$ cat src/rtl/core/sqltl_pkg.sv
`timescale 1ns / 1ps
// Package for the SQL token lexer: kind and mode codes, byte constants,
// result item type, keyword table and token helper functions. No dependencies.
package sqltl_pkg;

   localparam int PosWidth   = 16;
   localparam int QueueDepth = 8;
   localparam int QueueAw    = $clog2(QueueDepth);
   localparam int MaxResults = 3;

   localparam logic [5:0] K_END     = 6'd0;
   localparam logic [5:0] K_ERROR   = 6'd1;
   localparam logic [5:0] K_IDENT   = 6'd2;
   localparam logic [5:0] K_NUMBER  = 6'd3;
   localparam logic [5:0] K_STRING  = 6'd4;
   localparam logic [5:0] K_STAR    = 6'd5;
   localparam logic [5:0] K_LPAREN  = 6'd6;
   localparam logic [5:0] K_RPAREN  = 6'd7;
   localparam logic [5:0] K_COMMA   = 6'd8;
   localparam logic [5:0] K_SEMI    = 6'd9;
   localparam logic [5:0] K_EQ      = 6'd10;
   localparam logic [5:0] K_LT      = 6'd11;
   localparam logic [5:0] K_LE      = 6'd12;
   localparam logic [5:0] K_NE      = 6'd13;
   localparam logic [5:0] K_GT      = 6'd14;
   localparam logic [5:0] K_GE      = 6'd15;
   localparam logic [5:0] K_CONTENT = 6'd46;

   localparam logic [3:0] M_IDLE   = 4'd0;
   localparam logic [3:0] M_LT     = 4'd1;
   localparam logic [3:0] M_GT     = 4'd2;
   localparam logic [3:0] M_BANG   = 4'd3;
   localparam logic [3:0] M_MINUS  = 4'd4;
   localparam logic [3:0] M_NUMBER = 4'd5;
   localparam logic [3:0] M_WORD   = 4'd6;
   localparam logic [3:0] M_STRING = 4'd7;
   localparam logic [3:0] M_ESC    = 4'd8;

   localparam logic [7:0] CH_STAR   = 8'h2A;
   localparam logic [7:0] CH_LPAREN = 8'h28;
   localparam logic [7:0] CH_RPAREN = 8'h29;
   localparam logic [7:0] CH_COMMA  = 8'h2C;
   localparam logic [7:0] CH_SEMI   = 8'h3B;
   localparam logic [7:0] CH_EQ     = 8'h3D;
   localparam logic [7:0] CH_LT     = 8'h3C;
   localparam logic [7:0] CH_GT     = 8'h3E;
   localparam logic [7:0] CH_BANG   = 8'h21;
   localparam logic [7:0] CH_MINUS  = 8'h2D;
   localparam logic [7:0] CH_UNDER  = 8'h5F;
   localparam logic [7:0] CH_QUOTE  = 8'h27;
   localparam logic [7:0] CH_BSLASH = 8'h5C;
   localparam logic [7:0] CH_SPACE  = 8'h20;
   localparam logic [7:0] CH_TAB    = 8'h09;
   localparam logic [7:0] CH_LF     = 8'h0A;
   localparam logic [7:0] CH_CR     = 8'h0D;

   localparam logic [63:0] NumLimPos = 64'h7FFF_FFFF_FFFF_FFFF;
   localparam logic [63:0] NumLimNeg = 64'h8000_0000_0000_0000;

   typedef struct packed {
      logic [5:0]         kind;
      logic [15:0]        start_pos;
      logic [15:0]        span_len;
      logic signed [63:0] num_value;
      logic               num_overflow;
      logic [7:0]         char_out;
      logic               last_of_run;
   } result_type;

   typedef struct packed {
      logic [2:0]  len;
      logic [55:0] text;
      logic [5:0]  kind;
   } keyword_type;

   function automatic keyword_type kw_entry(input logic [4:0] idx);
      keyword_type e;
      logic [55:0] lit;
      e = '0;
      lit = '0;
      case (idx)
         5'd0:  begin e.len = 3'd6; lit = 56'("CREATE");  e.kind = 6'd16; end
         5'd1:  begin e.len = 3'd5; lit = 56'("TABLE");   e.kind = 6'd17; end
         5'd2:  begin e.len = 3'd6; lit = 56'("INSERT");  e.kind = 6'd18; end
         5'd3:  begin e.len = 3'd4; lit = 56'("INTO");    e.kind = 6'd19; end
         5'd4:  begin e.len = 3'd6; lit = 56'("VALUES");  e.kind = 6'd20; end
         5'd5:  begin e.len = 3'd6; lit = 56'("SELECT");  e.kind = 6'd21; end
         5'd6:  begin e.len = 3'd4; lit = 56'("FROM");    e.kind = 6'd22; end
         5'd7:  begin e.len = 3'd5; lit = 56'("WHERE");   e.kind = 6'd23; end
         5'd8:  begin e.len = 3'd3; lit = 56'("AND");     e.kind = 6'd24; end
         5'd9:  begin e.len = 3'd2; lit = 56'("OR");      e.kind = 6'd25; end
         5'd10: begin e.len = 3'd3; lit = 56'("NOT");     e.kind = 6'd26; end
         5'd11: begin e.len = 3'd6; lit = 56'("DELETE");  e.kind = 6'd27; end
         5'd12: begin e.len = 3'd4; lit = 56'("DROP");    e.kind = 6'd28; end
         5'd13: begin e.len = 3'd5; lit = 56'("INDEX");   e.kind = 6'd29; end
         5'd14: begin e.len = 3'd2; lit = 56'("ON");      e.kind = 6'd30; end
         5'd15: begin e.len = 3'd5; lit = 56'("ORDER");   e.kind = 6'd31; end
         5'd16: begin e.len = 3'd2; lit = 56'("BY");      e.kind = 6'd32; end
         5'd17: begin e.len = 3'd3; lit = 56'("ASC");     e.kind = 6'd33; end
         5'd18: begin e.len = 3'd4; lit = 56'("DESC");    e.kind = 6'd34; end
         5'd19: begin e.len = 3'd3; lit = 56'("SET");     e.kind = 6'd35; end
         5'd20: begin e.len = 3'd6; lit = 56'("UPDATE");  e.kind = 6'd36; end
         5'd21: begin e.len = 3'd3; lit = 56'("INT");     e.kind = 6'd37; end
         5'd22: begin e.len = 3'd7; lit = 56'("INTEGER"); e.kind = 6'd37; end
         5'd23: begin e.len = 3'd7; lit = 56'("VARCHAR"); e.kind = 6'd38; end
         5'd24: begin e.len = 3'd4; lit = 56'("TEXT");    e.kind = 6'd39; end
         5'd25: begin e.len = 3'd4; lit = 56'("BOOL");    e.kind = 6'd40; end
         5'd26: begin e.len = 3'd7; lit = 56'("BOOLEAN"); e.kind = 6'd40; end
         5'd27: begin e.len = 3'd4; lit = 56'("TRUE");    e.kind = 6'd41; end
         5'd28: begin e.len = 3'd5; lit = 56'("FALSE");   e.kind = 6'd42; end
         5'd29: begin e.len = 3'd4; lit = 56'("NULL");    e.kind = 6'd43; end
         5'd30: begin e.len = 3'd7; lit = 56'("PRIMARY"); e.kind = 6'd44; end
         default: begin e.len = 3'd3; lit = 56'("KEY");   e.kind = 6'd45; end
      endcase
      // first character goes to the low byte
      for (int j = 0; j < 7; j++) begin
         if (j < int'(e.len)) begin
            e.text[8*j +: 8] = lit[8*(int'(e.len) - 1 - j) +: 8];
         end
      end
      return e;
   endfunction

   function automatic logic [5:0] word_kind(input logic [55:0] wbuf, input logic [3:0] wlen);
      logic [5:0]  k;
      keyword_type e;
      k = K_IDENT;
      for (int i = 31; i >= 0; i--) begin
         e = kw_entry(5'(i));
         if (wlen == {1'b0, e.len} && wbuf == e.text) begin
            k = e.kind;
         end
      end
      return k;
   endfunction

   function automatic result_type mk_item(input logic [5:0] kind,
                                          input logic [PosWidth-1:0] start,
                                          input logic [PosWidth-1:0] span,
                                          input logic [7:0] ch);
      result_type r;
      r = '0;
      r.kind      = kind;
      r.start_pos = 16'(start);
      r.span_len  = 16'(span);
      r.char_out  = ch;
      return r;
   endfunction

   function automatic result_type finish_item(input logic [3:0] mode,
                                              input logic [PosWidth-1:0] ts,
                                              input logic [PosWidth-1:0] end_p,
                                              input logic [63:0] acc,
                                              input logic neg,
                                              input logic ovf,
                                              input logic [55:0] wbuf,
                                              input logic [3:0] wlen);
      result_type r;
      logic [PosWidth-1:0] span;
      span = end_p - ts;
      r = mk_item(K_ERROR, ts, span, 8'd0);
      case (mode) inside
         M_LT:     r.kind = K_LT;
         M_GT:     r.kind = K_GT;
         M_BANG:   r.char_out = CH_BANG;
         M_MINUS:  r.char_out = CH_MINUS;
         M_NUMBER: begin
            r.kind         = K_NUMBER;
            r.num_value    = neg ? -acc : acc;
            r.num_overflow = ovf;
         end
         M_WORD:   r.kind = word_kind(wbuf, wlen);
         M_STRING, M_ESC: r.kind = K_STRING;
         default:  r.kind = K_ERROR;
      endcase
      return r;
   endfunction

endpackage

$ cat src/rtl/core/sqltl_if.sv
`timescale 1ns / 1ps
// Channel interfaces of the SQL token lexer: query byte items in, token items out.
// No dependencies.
interface sqltl_req_if;
   logic       valid;
   logic       ready;
   logic [7:0] in_byte;
   logic       in_last;
   modport source (output valid, in_byte, in_last, input ready);
   modport sink   (input valid, in_byte, in_last, output ready);
endinterface

interface sqltl_rsp_if;
   logic               valid;
   logic               ready;
   logic [5:0]         kind;
   logic [15:0]        start_pos;
   logic [15:0]        span_len;
   logic signed [63:0] num_value;
   logic               num_overflow;
   logic [7:0]         char_out;
   logic               last_of_run;
   modport source (output valid, kind, start_pos, span_len, num_value, num_overflow,
                   char_out, last_of_run, input ready);
   modport sink   (input valid, kind, start_pos, span_len, num_value, num_overflow,
                   char_out, last_of_run, output ready);
endinterface

$ cat src/rtl/core/sql_token_lexer_unit.sv
`timescale 1ns / 1ps
// SQL token lexer top level: lexer state, per-byte token logic, result queue.
// Depends on sqltl_pkg and the channel interfaces in sqltl_if.sv.
//
// Usage:
//   req_chan carries one query byte per item with in_last on the final byte.
//   rsp_chan carries token items; one byte gives zero to three of them, and
//   last_of_run marks the final item caused by a byte. After the last byte
//   the END item follows and the lexer starts over at offset zero.
//   A byte is lexed in its accept cycle; its items are written into an 8-entry queue
//   register, and rsp_chan is driven from the head of that queue.
//   Throughput: one byte per cycle while the queue has room for three items;
//   the queue drains one item per cycle while rsp_chan.ready is high, so runs
//   of multi-item bytes slow the input to the output rate.
//   Reset clears the lexer state and empties the queue; no items are pending.
//   When the receiver stalls, items collect in the queue and req_chan.ready
//   drops once fewer than three slots are free.
module sql_token_lexer_unit (
   input  logic               clock,
   input  logic               reset,
   sqltl_req_if.sink          req_chan,
   sqltl_rsp_if.source        rsp_chan
);

   localparam int Pw = sqltl_pkg::PosWidth;
   localparam int Aw = sqltl_pkg::QueueAw;

   logic [3:0]    mode_ff,  mode_in;
   logic [Pw-1:0] pos_ff,   pos_in;
   logic [Pw-1:0] tstart_ff, tstart_in;
   logic [55:0]   wbuf_ff,  wbuf_in;
   logic [3:0]    wlen_ff,  wlen_in;
   logic [63:0]   acc_ff,   acc_in;
   logic          neg_ff,   neg_in;
   logic          ovf_ff,   ovf_in;

   sqltl_pkg::result_type queue_ff [sqltl_pkg::QueueDepth];
   logic [Aw-1:0] wptr_ff, wptr_in;
   logic [Aw-1:0] rptr_ff, rptr_in;
   logic [Aw:0]   count_ff, count_in;

   sqltl_pkg::result_type res [sqltl_pkg::MaxResults];
   logic [1:0]    nres;
   logic          take, give;

   logic [7:0]    b;
   logic [7:0]    ub;
   logic [Pw-1:0] p1;
   logic          is_dig, is_alpha, do_fin, do_start, add_en;
   logic [67:0]   acc_x10;
   logic [63:0]   lim;

   assign take = req_chan.valid && req_chan.ready;
   assign give = rsp_chan.valid && rsp_chan.ready;
   assign req_chan.ready = count_ff <= (Aw+1)'(sqltl_pkg::QueueDepth - sqltl_pkg::MaxResults);

   assign b        = req_chan.in_byte;
   assign is_dig   = b >= 8'h30 && b <= 8'h39;
   assign is_alpha = (b >= 8'h61 && b <= 8'h7A) || (b >= 8'h41 && b <= 8'h5A);
   assign ub       = (b >= 8'h61 && b <= 8'h7A) ? b - 8'd32 : b;
   assign p1       = pos_ff + Pw'(1);

   always_comb begin
      mode_in   = mode_ff;
      pos_in    = pos_ff;
      tstart_in = tstart_ff;
      wbuf_in   = wbuf_ff;
      wlen_in   = wlen_ff;
      acc_in    = acc_ff;
      neg_in    = neg_ff;
      ovf_in    = ovf_ff;
      res       = '{default: '0};
      nres      = 2'd0;
      do_fin    = 1'b0;
      do_start  = 1'b0;
      add_en    = 1'b0;
      acc_x10   = '0;
      lim       = '0;

      unique case (mode_ff)
         sqltl_pkg::M_LT: begin
            if (b == sqltl_pkg::CH_EQ) begin
               res[nres] = sqltl_pkg::mk_item(sqltl_pkg::K_LE, tstart_ff, Pw'(2), 8'd0);
               nres = nres + 2'd1;
               mode_in = sqltl_pkg::M_IDLE;
            end else if (b == sqltl_pkg::CH_GT) begin
               res[nres] = sqltl_pkg::mk_item(sqltl_pkg::K_NE, tstart_ff, Pw'(2), 8'd0);
               nres = nres + 2'd1;
               mode_in = sqltl_pkg::M_IDLE;
            end else begin
               do_fin = 1'b1;
               do_start = 1'b1;
            end
         end
         sqltl_pkg::M_GT, sqltl_pkg::M_BANG: begin
            if (b == sqltl_pkg::CH_EQ) begin
               res[nres] = sqltl_pkg::mk_item(
                  (mode_ff == sqltl_pkg::M_GT) ? sqltl_pkg::K_GE : sqltl_pkg::K_NE,
                  tstart_ff, Pw'(2), 8'd0);
               nres = nres + 2'd1;
               mode_in = sqltl_pkg::M_IDLE;
            end else begin
               do_fin = 1'b1;
               do_start = 1'b1;
            end
         end
         sqltl_pkg::M_MINUS: begin
            if (is_dig) begin
               mode_in = sqltl_pkg::M_NUMBER;
               neg_in  = 1'b1;
               ovf_in  = 1'b0;
               acc_in  = '0;
               add_en  = 1'b1;
            end else begin
               do_fin = 1'b1;
               do_start = 1'b1;
            end
         end
         sqltl_pkg::M_NUMBER: begin
            if (is_dig) begin
               add_en = 1'b1;
            end else begin
               do_fin = 1'b1;
               do_start = 1'b1;
            end
         end
         sqltl_pkg::M_WORD: begin
            if (is_alpha || is_dig || b == sqltl_pkg::CH_UNDER) begin
               if (wlen_ff < 4'd7) begin
                  wbuf_in[{wlen_ff[2:0], 3'b000} +: 8] = ub;
               end
               if (wlen_ff < 4'd8) begin
                  wlen_in = wlen_ff + 4'd1;
               end
            end else begin
               do_fin = 1'b1;
               do_start = 1'b1;
            end
         end
         sqltl_pkg::M_STRING: begin
            if (b == sqltl_pkg::CH_QUOTE) begin
               res[nres] = sqltl_pkg::finish_item(mode_ff, tstart_ff, p1, acc_ff, neg_ff,
                                                  ovf_ff, wbuf_ff, wlen_ff);
               nres = nres + 2'd1;
               mode_in = sqltl_pkg::M_IDLE;
            end else if (b == sqltl_pkg::CH_BSLASH) begin
               mode_in = sqltl_pkg::M_ESC;
            end else begin
               res[nres] = sqltl_pkg::mk_item(sqltl_pkg::K_CONTENT, pos_ff, Pw'(1), b);
               nres = nres + 2'd1;
            end
         end
         sqltl_pkg::M_ESC: begin
            res[nres] = sqltl_pkg::mk_item(sqltl_pkg::K_CONTENT, pos_ff - Pw'(1), Pw'(2), b);
            nres = nres + 2'd1;
            mode_in = sqltl_pkg::M_STRING;
         end
         default: begin
            mode_in = sqltl_pkg::M_IDLE;
            do_start = 1'b1;
         end
      endcase

      if (do_fin) begin
         res[nres] = sqltl_pkg::finish_item(mode_ff, tstart_ff, pos_ff, acc_ff, neg_ff,
                                            ovf_ff, wbuf_ff, wlen_ff);
         nres = nres + 2'd1;
         mode_in = sqltl_pkg::M_IDLE;
      end

      if (do_start) begin
         tstart_in = pos_ff;
         case (b) inside
            sqltl_pkg::CH_SPACE, sqltl_pkg::CH_TAB, sqltl_pkg::CH_LF, sqltl_pkg::CH_CR: ;
            sqltl_pkg::CH_STAR: begin
               res[nres] = sqltl_pkg::mk_item(sqltl_pkg::K_STAR, pos_ff, Pw'(1), 8'd0);
               nres = nres + 2'd1;
            end
            sqltl_pkg::CH_LPAREN: begin
               res[nres] = sqltl_pkg::mk_item(sqltl_pkg::K_LPAREN, pos_ff, Pw'(1), 8'd0);
               nres = nres + 2'd1;
            end
            sqltl_pkg::CH_RPAREN: begin
               res[nres] = sqltl_pkg::mk_item(sqltl_pkg::K_RPAREN, pos_ff, Pw'(1), 8'd0);
               nres = nres + 2'd1;
            end
            sqltl_pkg::CH_COMMA: begin
               res[nres] = sqltl_pkg::mk_item(sqltl_pkg::K_COMMA, pos_ff, Pw'(1), 8'd0);
               nres = nres + 2'd1;
            end
            sqltl_pkg::CH_SEMI: begin
               res[nres] = sqltl_pkg::mk_item(sqltl_pkg::K_SEMI, pos_ff, Pw'(1), 8'd0);
               nres = nres + 2'd1;
            end
            sqltl_pkg::CH_EQ: begin
               res[nres] = sqltl_pkg::mk_item(sqltl_pkg::K_EQ, pos_ff, Pw'(1), 8'd0);
               nres = nres + 2'd1;
            end
            sqltl_pkg::CH_LT:    mode_in = sqltl_pkg::M_LT;
            sqltl_pkg::CH_GT:    mode_in = sqltl_pkg::M_GT;
            sqltl_pkg::CH_BANG:  mode_in = sqltl_pkg::M_BANG;
            sqltl_pkg::CH_MINUS: mode_in = sqltl_pkg::M_MINUS;
            sqltl_pkg::CH_QUOTE: mode_in = sqltl_pkg::M_STRING;
            default: begin
               if (is_dig) begin
                  mode_in = sqltl_pkg::M_NUMBER;
                  neg_in  = 1'b0;
                  ovf_in  = 1'b0;
                  acc_in  = '0;
                  add_en  = 1'b1;
               end else if (is_alpha || b == sqltl_pkg::CH_UNDER) begin
                  mode_in = sqltl_pkg::M_WORD;
                  wbuf_in = {48'd0, ub};
                  wlen_in = 4'd1;
               end else begin
                  res[nres] = sqltl_pkg::mk_item(sqltl_pkg::K_ERROR, pos_ff, Pw'(1), b);
                  nres = nres + 2'd1;
               end
            end
         endcase
      end

      // acc*10 + digit against the saturation limit
      if (add_en && !ovf_in) begin
         lim = neg_in ? sqltl_pkg::NumLimNeg : sqltl_pkg::NumLimPos;
         acc_x10 = {1'b0, acc_in, 3'b000} + {3'b000, acc_in, 1'b0} + {64'd0, b[3:0]};
         if (acc_x10 > {4'd0, lim}) begin
            ovf_in = 1'b1;
            acc_in = lim;
         end else begin
            acc_in = acc_x10[63:0];
         end
      end

      if (req_chan.in_last) begin
         if (mode_in != sqltl_pkg::M_IDLE) begin
            res[nres] = sqltl_pkg::finish_item(mode_in, tstart_in, p1, acc_in, neg_in,
                                               ovf_in, wbuf_in, wlen_in);
            nres = nres + 2'd1;
         end
         res[nres] = sqltl_pkg::mk_item(sqltl_pkg::K_END, p1, Pw'(0), 8'd0);
         nres = nres + 2'd1;
         mode_in   = sqltl_pkg::M_IDLE;
         pos_in    = '0;
         tstart_in = '0;
         wbuf_in   = '0;
         wlen_in   = '0;
         acc_in    = '0;
         neg_in    = 1'b0;
         ovf_in    = 1'b0;
      end else begin
         pos_in = p1;
      end

      if (nres != 2'd0) begin
         res[nres - 2'd1].last_of_run = 1'b1;
      end
   end

   always_comb begin
      wptr_in  = wptr_ff;
      rptr_in  = rptr_ff;
      count_in = count_ff;
      if (take) begin
         wptr_in  = wptr_ff + Aw'(nres);
         count_in = count_in + (Aw+1)'(nres);
      end
      if (give) begin
         rptr_in  = rptr_ff + Aw'(1);
         count_in = count_in - (Aw+1)'(1);
      end
   end

   always_ff @(posedge clock) begin
      if (reset) begin
         mode_ff   <= sqltl_pkg::M_IDLE;
         pos_ff    <= '0;
         tstart_ff <= '0;
         wbuf_ff   <= '0;
         wlen_ff   <= '0;
         acc_ff    <= '0;
         neg_ff    <= 1'b0;
         ovf_ff    <= 1'b0;
         wptr_ff   <= '0;
         rptr_ff   <= '0;
         count_ff  <= '0;
      end else begin
         if (take) begin
            mode_ff   <= mode_in;
            pos_ff    <= pos_in;
            tstart_ff <= tstart_in;
            wbuf_ff   <= wbuf_in;
            wlen_ff   <= wlen_in;
            acc_ff    <= acc_in;
            neg_ff    <= neg_in;
            ovf_ff    <= ovf_in;
         end
         wptr_ff  <= wptr_in;
         rptr_ff  <= rptr_in;
         count_ff <= count_in;
      end
   end

   always_ff @(posedge clock) begin
      if (take) begin
         for (int i = 0; i < sqltl_pkg::MaxResults; i++) begin
            if (i < int'(nres)) begin
               queue_ff[wptr_ff + Aw'(i)] <= res[i];
            end
         end
      end
   end

   assign rsp_chan.valid        = count_ff != '0;
   assign rsp_chan.kind         = queue_ff[rptr_ff].kind;
   assign rsp_chan.start_pos    = queue_ff[rptr_ff].start_pos;
   assign rsp_chan.span_len     = queue_ff[rptr_ff].span_len;
   assign rsp_chan.num_value    = queue_ff[rptr_ff].num_value;
   assign rsp_chan.num_overflow = queue_ff[rptr_ff].num_overflow;
   assign rsp_chan.char_out     = queue_ff[rptr_ff].char_out;
   assign rsp_chan.last_of_run  = queue_ff[rptr_ff].last_of_run;

endmodule

$ cat src/flat_wrapper.sv
// flat-port wrapper written by rule: the top's interface ports become plain ports
module sql_token_lexer_unit_flat 
  (clock, reset, req_chan_valid, req_chan_in_byte, req_chan_in_last, req_chan_ready, rsp_chan_valid, rsp_chan_kind, rsp_chan_start_pos, rsp_chan_span_len, rsp_chan_num_value, rsp_chan_num_overflow, rsp_chan_char_out, rsp_chan_last_of_run, rsp_chan_ready);
  sqltl_req_if req_chan_i ();
  sqltl_rsp_if rsp_chan_i ();
  input  logic clock;
  input  logic reset;
  input wire logic [$bits(req_chan_i.valid)-1:0] req_chan_valid;
  input wire logic [$bits(req_chan_i.in_byte)-1:0] req_chan_in_byte;
  input wire logic [$bits(req_chan_i.in_last)-1:0] req_chan_in_last;
  output wire logic [$bits(req_chan_i.ready)-1:0] req_chan_ready;
  output wire logic [$bits(rsp_chan_i.valid)-1:0] rsp_chan_valid;
  output wire logic [$bits(rsp_chan_i.kind)-1:0] rsp_chan_kind;
  output wire logic [$bits(rsp_chan_i.start_pos)-1:0] rsp_chan_start_pos;
  output wire logic [$bits(rsp_chan_i.span_len)-1:0] rsp_chan_span_len;
  output wire logic [$bits(rsp_chan_i.num_value)-1:0] rsp_chan_num_value;
  output wire logic [$bits(rsp_chan_i.num_overflow)-1:0] rsp_chan_num_overflow;
  output wire logic [$bits(rsp_chan_i.char_out)-1:0] rsp_chan_char_out;
  output wire logic [$bits(rsp_chan_i.last_of_run)-1:0] rsp_chan_last_of_run;
  input wire logic [$bits(rsp_chan_i.ready)-1:0] rsp_chan_ready;
  assign req_chan_i.valid = req_chan_valid;
  assign req_chan_i.in_byte = req_chan_in_byte;
  assign req_chan_i.in_last = req_chan_in_last;
  assign req_chan_ready = req_chan_i.ready;
  assign rsp_chan_valid = rsp_chan_i.valid;
  assign rsp_chan_kind = rsp_chan_i.kind;
  assign rsp_chan_start_pos = rsp_chan_i.start_pos;
  assign rsp_chan_span_len = rsp_chan_i.span_len;
  assign rsp_chan_num_value = rsp_chan_i.num_value;
  assign rsp_chan_num_overflow = rsp_chan_i.num_overflow;
  assign rsp_chan_char_out = rsp_chan_i.char_out;
  assign rsp_chan_last_of_run = rsp_chan_i.last_of_run;
  assign rsp_chan_i.ready = rsp_chan_ready;
  sql_token_lexer_unit u_core (.clock(clock), .reset(reset), .req_chan(req_chan_i), .rsp_chan(rsp_chan_i));
endmodule
$ cat config.mk
export PLATFORM = sky130hd
export DESIGN_NAME = sql_token_lexer_unit_flat
export DESIGN_NICKNAME = d
export VERILOG_FILES = /design/src/rtl/core/sqltl_pkg.sv /design/src/rtl/core/sqltl_if.sv /design/src/rtl/core/sql_token_lexer_unit.sv /design/src/flat_wrapper.sv
export SDC_FILE = /design/constraint.sdc
export NUM_CORES = 2
export LEC_CHECK = 0
export BUFFER_PORTS_ARGS = -buffer_cell sky130_fd_sc_hd__buf_2
export CAP_MARGIN = 20
export CORE_MARGIN = 2
export CORE_UTILIZATION = 48
export CTS_BUF_LIST = sky130_fd_sc_hd__clkbuf_8
export DETAILED_ROUTE_END_ITERATION = 7
export SLEW_MARGIN = 20
export SYNTH_ARGS = -nofsm -noshare
export SYNTH_HDL_FRONTEND = slang
export SYNTH_SLANG_ARGS = --single-unit
$ cat constraint.sdc
create_clock -name clock -period 23.1 [get_ports clock]
set_input_delay 3.465 -clock clock [delete_from_list [all_inputs] [get_ports clock]]
set_output_delay 3.465 -clock clock [all_outputs]
set_load 0.1 [all_outputs]
==> reports/metrics.cfg <==
[yosys]
synth_ff_type = edfxtp_1
synth-adder-area-share_pct = 4.781
avgSynthCellArea_um2 = 9.900
synth_top_family_by_area = compound AO/OA/AOI/OAI gates
synth.distinct_cells = 114
syn_nets = 7532
synthXorXnorAreaFrac_pct = 2.988
syn-cell-area_um2 = 71770
synth_seq_cells = 1071
netlist_instances = 7249
synth_simple_gate_area_share_pct = 15.07
yosys_warnings = 112
synth_edf_count = 896
synth-compound-area-share_pct = 21.40
yosys-mux-area-fraction_pct = 9.643
ys_seq_area_share_pct = 42.37
async_reset_ff_share_pct = 0

[power_and_ir_drop]
switchingPower_mw = 3.244
vdd_drop_max_v = 0.0001063
pwr_density_cell_nw_per_um2 = 91.83
p_comb_share_pct = 40.7
sw_frac_of_total_pct = 45.10
fin_total_pwr_mw = 7.193
internal_power_mw = 3.949
leakagePower_nw = 26.35
seq_power_share_pct = 35.5
power_frac_clock_pct = 23.7

[critical_path]
crit_buf_inv = 3
worstPathArrival_ns = 15.49
critical-path-top-delay-family = simple AND/OR/NAND/NOR gates
critPathSlowestCell = or4_1
worst_r2r_startpoint = u_core.mode_ff[3]$_SDFFE_PP0P_
end_kind = flip-flop
cp_common_cell = ha_1
r2r_setup_slack_ns = 10.70
worst_r2r_path_depth = 38
crit_type = in -> reg
cp-endpoint = u_core.queue_ff[1][52]$_DFFE_PP_
cp_slowest_stage_delay_ns = 0.60
reg2reg_to = u_core.queue_ff[1][52]$_DFFE_PP_
worstPathRequired_ns = 23.77
path_max_fanout = 70
cp.depth = 39
critPathLaunchType = input pin
cp-startpoint = req_chan_in_byte[4]

[clocking]
clk_pin_slew_ns = 0.06
clock-sinks = 1071
cts_hold_buf = 0
cts_tree = yes
htreeDepth = 4
cts_root_buf = clkbuf_8
cts_setup_buffers = 0
cts_resized = 0
insertion_delay_ns = 1.01
numCtsBuffers = 184
clock_path_buffers = 3

[detailed_routing]
wire_per_inst_um = 34.74
totalWireLength_um = 322900
drt-vias-per-instance = 7.354
detail_route.first_pass.iterations = 7
drt.antenna.violating_nets = 0
drtIter0Drc = 11286
vias = 68366
drc = 0

[global_routing]
grt_pass1_vias = 63330
grt_max_degree = 101
grt_first_pass_wirelength_um = 457500
antenna_found_initial = 20
overflow = 0
grtUsageTotal_pct = 41.13

[placed_design]
place.gp.congestion = 1.045
hpwlAfterDp_um = 216300
port_buffers = 126

[die]
start_util_pct = 48.49
die-width_um = 390.7
io_pins = 127
fp.dieArea_um2 = 152600
core_um2 = 148000
die_y_um = 390.7
num_rows = 141

[sta]
slew-limit-headroom_pct = 12.17
setup_viol = 0
setup_tns_ns = 0
fin_skew_ns = 0.07982
final.period_utilization_pct = 64.15
rsz0062_at_grt = false
worst_pin_slew_ns = 1.316
slew_violations = 0
fmax_mhz = 67.49
hold_violations = 0
period_minus_slack_ns = 14.82

[layout]
nets = 7496
fillers = 13384
area_growth_pct = 9.141
drive_gt1_share_pct = 14.82

[hold_path]
whs_path_depth = 2
hold_class = reg -> reg

[run]
maxCapViolCount = 0

[run_status]
status = finished, final reports clean

==> power by group through the flow <==
stage | Sequential (mW) | Combinational (mW) | Clock, mW
final | 2.56 | 2.93 | 1.71
after global routing | 2.58 | 2.99 | 1.78
after CTS | 2.55 | 2.87 | 1.70
after detailed placement | 2.59 | 2.86 | 0
after global placement | 2.58 | 2.85 | 0
after floorplan | 2.65 | 2.08 | 0
==> per-stage QoR <==
stage	instance area (µm²)	util (%)	setup WS (ns)	hold WS [ns]	cells
2_1_floorplan	71770	-	5.937	0.4541	7249
5_1_grt	78310	52.90	7.415	0.5204	9288
3_3_place_gp	74640	50.43	7.767	0.4867	8951
3_5_place_dp	74660	50.44	7.516	0.4902	8952
4_1_cts	78170	52.81	8.480	0.5004	9281
6_report	78330	52.92	8.282	0.5081	9296
==> registers in the layout, indices dropped and copies added, names as in the netlist, named ones only <==
signal,cells
u_core.wptr_ff,3
u_core.mode_ff,4
u_core.acc_ff,64
u_core.count_ff,4
u_core.ovf_ff,1
u_core.queue_ff,896
u_core.wbuf_ff,56
u_core.tstart_ff,16
u_core.rptr_ff,3
u_core.neg_ff,1
u_core.wlen_ff,4
u_core.pos_ff,16
==> Yosys cell counts, drive strengths merged (15+ instances only) <==
cell type,n,area [µm²]
a211oi,28,235.2
a21boi,16,123.9
a21o,56,420.4
a21oi,387,1941
a221o,31,310.3
a221oi,22,198.9
a22oi,170,1281
a2bb2oi,15,131.4
a31oi,39,265.3
and2,99,621.9
and3,45,281.5
and4,21,183.9
buf,111,504.2
clkbuf,457,1717
dfxtp,175,3503
edfxtp,896,26910
ha,263,3291
inv,118,442.9
mux2,123,1385
mux2i,49,490.5
mux4,224,5045
nand2,843,3167
nand2b,53,331.6
nand3,166,843.3
nand4,56,350.3
nor2,564,2120
nor2b,37,231.5
nor3,156,818.3
nor4,66,442.9
o211ai,32,240.2
o21a,25,187.7
o21ai,385,1946
o221ai,277,2426
o22a,29,254.0
o22ai,546,3422
o31ai,52,390.4
o41ai,18,187.7
or2,23,143.9
or3,65,411.6
or4,35,266.5
xnor2,169,1480
xor2,75,664.4
==> worst reg2reg max path, delay by kind of cell, from the launching register on <==
family	cells	cell delay [ns]
flip-flops	1	0.63
AO/OA/AOI/OAI	15	4.22
XOR/XNOR	2	0.73
AND/OR/NAND/NOR	15	4.58
adder cells (fa/ha/maj)	4	1.26
buffers and inverters	2	0.69
==> area by class of cell <==
type	instances	area, µm²	share of cell area, %
well taps	1930	2415	3.083
multi-input cells	5487	39160	49.99
inverters	123	461.7	0.5894
clock buffers	193	2656	3.391
clock inverters	136	852.1	1.088
repair buffers	346	2340	2.987
diodes	10	25.02	0.03195
flip-flops and latches	1071	30420	38.84
==> routing by layer <==
metal | up-vias | global-route usage [%] | part of all wire [%] | routed length [µm]
met5 | - | 0 | 0.049 | 157
met4 | 26 | 17.99 | 4.9 | 15920
met3 | 1029 | 14.99 | 15 | 49540
met2 | 5482 | 58.83 | 42 | 134800
met1 | 33427 | 55.72 | 38 | 122600
li1 | 28402 | - | - | -
==> worst min path at each step <==
stage | start | endpoint | slack, ns
floorplan | u_core.rptr_ff[1]$_SDFFE_PP0P_ | flip-flop | 0.45
global placement | u_core.acc_ff[45]$_SDFFE_PP0P_ | u_core.acc_ff[45]$_SDFFE_PP0P_ | 0.49
detailed placement | u_core.acc_ff[45]$_SDFFE_PP0P_ | u_core.acc_ff[45]$_SDFFE_PP0P_ | 0.49
CTS | u_core.acc_ff[45]$_SDFFE_PP0P_ | u_core.acc_ff[45]$_SDFFE_PP0P_ | 0.50
global route | u_core.acc_ff[45]$_SDFFE_PP0P_ | u_core.acc_ff[45]$_SDFFE_PP0P_ | 0.52
finish | u_core.acc_ff[45]$_SDFFE_PP0P_ | u_core.acc_ff[45]$_SDFFE_PP0P_ | 0.51
==> cell usage in the layout (no fill, tap or decap), types with 38 or more instances in the layout <==
cell type / Yosys / routed
ha_1: 263 / 263
nor2_1: 563 / 546
o22ai_1: 545 / 543
xnor2_1: 169 / 165
o221ai_1: 277 / 277
o21ai_0: 342 / 331
nand2_1: 842 / 831
a21o_1: 56 / 56
nand3_1: 165 / 165
or3_1: 64 / 64
mux2i_1: 49 / 48
and3_1: 45 / 45
a21oi_1: 386 / 380
mux4_2: 224 / 224
and2_1: 95 / 93
clkinv_1: 5 / 42
o21ai_1: 40 / 38
inv_1: 117 / 177
buf_2: 31 / 125
buf_4: 1 / 216
nand4_1: 56 / 56
clkbuf_8: 0 / 194
nand2b_1: 53 / 53
mux2_2: 123 / 123
o31ai_1: 52 / 52
edfxtp_1: 896 / 896
a22oi_1: 169 / 161
dfxtp_1: 175 / 171
nor4_1: 64 / 64
nor3_1: 151 / 147
xor2_1: 74 / 74
==> cells by family (layout without fill, tap and decap cells) <==
logic type | Yosys count | count (layout)
DFF | 1071 | 1071
and+or+nand+nor | 2297 | 2297
other | 0 | 10
adders and majority gates | 270 | 270
AOI/OAI and AO/OA | 2280 | 2280
buffers and inverters | 691 | 798
muxes | 396 | 396
xor gates and xnor gates | 244 | 244
Power figures use the tool's default switching activity.
